$ cat config.mk
export PLATFORM = sky130hd
export DESIGN_NAME = bbc_ram
export DESIGN_NICKNAME = d
export VERILOG_FILES = /design/src/sv/bbc_ram.sv
export SDC_FILE = /design/constraint.sdc
export NUM_CORES = 1
export LEC_CHECK = 0
export BUFFER_PORTS_ARGS = -buffer_cell sky130_fd_sc_hd__buf_2
export CORE_UTILIZATION = 55
export CTS_CLUSTER_SIZE = 28
export DETAILED_ROUTE_END_ITERATION = 8
export GPL_ROUTABILITY_DRIVEN = 0
export HOLD_SLACK_MARGIN = 0.12
export PLACE_DENSITY_LB_ADDON = 0.3
export RECOVER_POWER = 50
export SKIP_LAST_GASP = 1
export SLEW_MARGIN = 20
export SYNTH_ARGS = -nofsm -noshare
export SYNTH_HDL_FRONTEND = slang
export SYNTH_SLANG_ARGS = --single-unit
$ cat constraint.sdc
create_clock -name i_clk -period 1.6 [get_ports i_clk]
set_input_delay 0.08 -clock i_clk [delete_from_list [all_inputs] [get_ports i_clk]]
set_output_delay 0.08 -clock i_clk [all_outputs]
set_load 0.1 [all_outputs]
$ cat src/sv/bbc_ram.sv
// Generic single-write, single-read RAM with registered read data.
module bbc_ram #(
    parameter int WIDTH = 2,
    parameter int DEPTH = 64
) (
    input  logic                     i_clk,
    input  logic                     i_we,
    input  logic [$clog2(DEPTH)-1:0] i_waddr,
    input  logic [WIDTH-1:0]         i_wdata,
    input  logic [$clog2(DEPTH)-1:0] i_raddr,
    output logic [WIDTH-1:0]         o_rdata
);

    logic [WIDTH-1:0] r_mem [DEPTH];
    logic [WIDTH-1:0] r_rdata;

    always_ff @(posedge i_clk) begin
        if (i_we) begin
            r_mem[i_waddr] <= i_wdata;
        end
        r_rdata <= r_mem[i_raddr];
    end

    assign o_rdata = r_rdata;

endmodule

# Word level (Yosys, flattened, before mapping)
# Memory sizes are Yosys's and may differ from the RTL's. A register that Yosys moved wholly into a read port is not among the register bits.
# Index checks and enable logic that the tools add are counted.
[totals]
inputBits = 16
elab_cells = 3
ramBits = 128
output_inout_bits = 2
register_bits = 0
n_memories = 1
[op_classes]
muxes = 2
[mem_list]
columns = ["name", "words", "width", "read_ports", "rd_clocked_by_memory_dff", "wr", "line", "rtl"]
rows = [
  ["r_mem", 64, 2, 1, 1, 1, "14", "logic [WIDTH-1:0] r_mem [DEPTH];"],
]
[op_table]
columns = ["op", "n"]
rows = [
  ["$mux W1", 2],
]

# Longest topological paths before layout
[depth]
word_depth = 2
mapped_depth = 7

# Worst setup path before layout
# OpenSTA, ideal clock, no wires.
[synth_path]
path_kind = "input port to flip-flop"
start = "input port i_raddr[0]"
end = "register r_rdata[0], in the netlist o_rdata[0], read port of r_mem"
setup_time_ps = 120
required_time_ps = 1480
path_slack_ps = 43
t_arrival_ps = 1438
n_path_buf = 2
path_stages = 7
path_cell_list = "buf_6 buf_6 mux4_2 a22oi_1 a21o_1 a21oi_1 a211o_1"
[synth_rtl]
columns = ["element", "line", "rtl"]
rows = [
  ["from (decl)", "10", "input logic [$clog2(DEPTH)-1:0] i_raddr,"],
  ["to (decl)", "15", "logic [WIDTH-1:0] r_rdata;"],
]

==> flow_metrics.py <==
metrics = {
    "floorplanning": {
        "die-area_mm2": 0.0102,
        "pin_count": 18,
        "initial_utilization_pct": 57.6,
        "die_w_um": 101,
        "fp.coreArea_mm2": 0.00937,
        "dieHeight_um": 101,
        "fp-row-count": 35,
    },
    "logic_synthesis": {
        "yosysWarnings": 0,
        "yosysUniqueCellTypes": 37,
        "netlist_area_mm2": 0.00540,
        "seq_area_frac_synth_pct": 72.0,
        "syn_avg_cell_area_um2": 16.7,
        "syn-num-nets": 340,
        "synth-seq-cells": 130,
        "netlist_instances": 324,
    },
    "routing": {
        "drtIter0Drc": 306,
        "vias": 3090,
        "drc": 0,
        "vias_per_cell": 6.01,
        "wl_um": 10900,
        "wl_per_cell_um": 21.3,
        "ant_nets": 0,
        "firstDrtPassIters": 7,
    },
    "run": {
        "maxCapViolCount": 0,
    },
    "clock_tree": {
        "clk_latency_ns": 0.52,
        "htreeDepth": 4,
        "clock-sinks": 130,
        "cts_tree": "built",
        "path_clk_slew_ns": 0.06,
        "cts_max_path_buffers": 2,
        "cts-root-buf": "clkbuf_8",
        "cts_made_buffers": 17,
    },
    "timing": {
        "fin_tns_setup_ns": -0.133,
        "drv_slew": 0,
        "layout_min_cycle_time_ns": 1.72,
        "hold_viol_final": 0,
        "finalSetupViolCount": 3,
        "rsz0062_at_grt": "yes",
        "max_slew_margin_pct": 20.7,
        "fin_crit_sh_pct": 107,
        "skew_ns": 0.00794,
        "fmax_mhz": 582,
        "tightest_slew_ns": 1.19,
        "fin_ws_ns": -0.120,
    },
    "layout": {
        "drive_gt1_share_pct": 24.7,
        "layout.nets": 392,
        "n_antenna_cell": 0,
        "area_growth_pct": 18.3,
        "n_fill_cell": 639,
        "post-route-util_pct": 68.1,
    },
    "place": {
        "port_buffers": 17,
        "hpwl_um": 6780,
    },
    "global_routing": {
        "grt_pass1_vias": 3138,
        "grt_overflow": 0,
        "grt_use_total_pct": 23.7,
        "antenna_found_initial": 0,
        "grt_pass1_wl_um": 16700,
        "grt_start_max_net_pins": 65,
    },
    "worst_setup_path": {
        "rr_endpoint": "o_rdata[0]$_DFF_P_",
        "timing.reg2reg.setup_slack_ns": -0.12,
        "cp_max_fo": 1,
        "cpMaxStageDelayCell": "mux4_2",
        "critPathArrivalTime_ns": 2.12,
        "crit_end": "o_rdata[0]$_DFF_P_",
        "ff2ff_path_depth": 5,
        "worstPathRequired_ns": 2.00,
        "end_kind": "register",
        "worstSetupPathType": "register to register",
        "reg2reg_from": "r_mem[3][0]$_DFFE_PP_",
        "startpoint": "r_mem[3][0]$_DFFE_PP_",
        "start_kind": "register",
        "max_stage_delay_ns": 0.48,
        "crit_chain": "mux4_2 -> a22oi_1 -> a21o_1 -> a21oi_1 -> a211o_1",
    },
    "run_status": {
        "status": "finished, violations left",
        "violations": "setup timing",
    },
    "power": {
        "ir_worst_vdd_uv": 736,
        "powerDensity_mw_per_mm2": 1180,
        "power.leakage_nw": 2.07,
        "power_w": 0.00755,
    },
    "min_path": {
        "min_path_type": "primary input to register",
    },
}
state kept, by name, summed over array words and instances (netlist names):
register,cells
o_rdata,2
r_mem,128
synth_stat cells, drive strengths merged:
library cell	instances	area [µm²]
edfxtp	128	3840
nor2	70	263
mux4	29	653
nand2	14	52.6
clkbuf	11	41.3
nand3	7	35.0
nor2b	7	43.8
a22oi	6	45.0
buf	6	51.3
mux2i	5	50.1
nand2b	4	25.0
nand3b	4	30.0
a311oi	3	26.3
o21ai	3	15.0
a21o	2	15.0
a21oi	2	10.0
a22o	2	17.5
dfxtp	2	40.0
nand4	2	12.5
nor3	2	10.0
a2111oi	1	8.76
a211o	1	8.76
a211oi	1	7.51
a31oi	1	6.26
a41oi	1	8.76
and2	1	6.26
and4b	1	10.0
inv	1	3.75
mux2	1	11.3
nand4b	1	8.76
nor3b	1	7.51
o211ai	1	7.51
o21a	1	7.51
or3	1	6.26
or3b	1	8.76
power by group:
part,leakage (nW),switching (W),total [W],internal (W)
Sequential,1.17,0.0000103,0.00379,0.00378
Combinational,0.660,0.000302,0.000500,0.000199
Clock,0.242,0.00128,0.00326,0.00198
routing by layer:
layer	global-route usage, %	part of all wire, %
met1	30.9	42
met2	37.0	49
met3	5.41	5.8
met4	13.3	2.9
met5	0	0
through the flow:
stage / setup slack [ns] / area, µm² / cells / hold slack, ns
after CTS: -0.111 / 6400 / 513 / 0.130
final: -0.120 / 6390 / 514 / 0.164
after detailed placement: -0.204 / 5820 / 476 / 0.414
after floorplan: 0.0428 / 5400 / 324 / 0.179
after global routing: -0.150 / 6390 / 514 / 0.144
after global placement: -0.183 / 5820 / 476 / 0.415
timing repair:
action                                  4_1_cts  5_1_grt
hold buffers                                  9        0
gates resized for setup                       1        1
buffers inserted                              0        1
gates cloned                                  0        0
endpoints found under the hold margin       146        0
endpoints found under the setup margin        1        4
cell families (layout without fill, tap and decap cells):
logic type      count (synthesis)  in the layout  synth area share [%]
mux                            35             35                  13.2
compound gates                 25             25                  3.41
buf+inv                        18             79                  1.78
simple gates                  116            116                  9.62
flops                         130            130                  72.0
final cells by class:
cell class	count	area, µm²	area share [%]
flip-flops and latches	130	3880	60.8
clock inverters	10	72.6	1.14
clock buffers	18	418	6.54
well taps	129	161	2.53
repair buffers	50	424	6.64
multi-input cells	176	1420	22.3
inverters	1	3.75	0.0588
critical path, delay by kind of cell, from the launching register on:
kind,cells,cell delay (ns)
compound gates,4,0.75
flops,1,0.36
mux,1,0.48
placed cells by master (no fill, tap or decap), types with 2 or more instances in the layout:
cell | netlist | layout
edfxtp_1 | 128 | 128
nor2_1 | 70 | 70
mux4_2 | 29 | 29
clkbuf_16 | 0 | 16
buf_2 | 2 | 16
buf_4 | 1 | 16
nand2_1 | 14 | 14
dlygate4sd3_1 | 0 | 9
nor2b_1 | 7 | 7
nand3_1 | 7 | 7
a22oi_1 | 6 | 6
buf_12 | 0 | 6
mux2i_1 | 5 | 5
nand2b_1 | 4 | 4
nand3b_1 | 4 | 4
clkinv_2 | 0 | 4
clkinv_1 | 0 | 4
a311oi_1 | 3 | 3
a21oi_1 | 2 | 2
o21ai_0 | 3 | 2
a21o_1 | 2 | 2
a22o_1 | 2 | 2
nand4_1 | 2 | 2
clkbuf_1 | 11 | 2
dfxtp_1 | 2 | 2
clkbuf_2 | 0 | 2
worst min path at each step:
stage | from | endpoint | slack, ns | cells past startpoint
after floorplan | i_wdata[0] | r_mem[0][0]$_DFFE_PP_ | 0.18 | 0
after global placement | i_raddr[5] | o_rdata[1]$_DFF_P_ | 0.41 | 2
after detailed placement | i_raddr[5] | o_rdata[1]$_DFF_P_ | 0.41 | 2
after CTS | i_waddr[4] | r_mem[53][1]$_DFFE_PP_ | 0.13 | 3
after global routing | i_waddr[4] | r_mem[55][1]$_DFFE_PP_ | 0.14 | 3
final | i_waddr[4] | r_mem[55][1]$_DFFE_PP_ | 0.16 | 3
No activity file was read; power rests on OpenSTA's default activity.
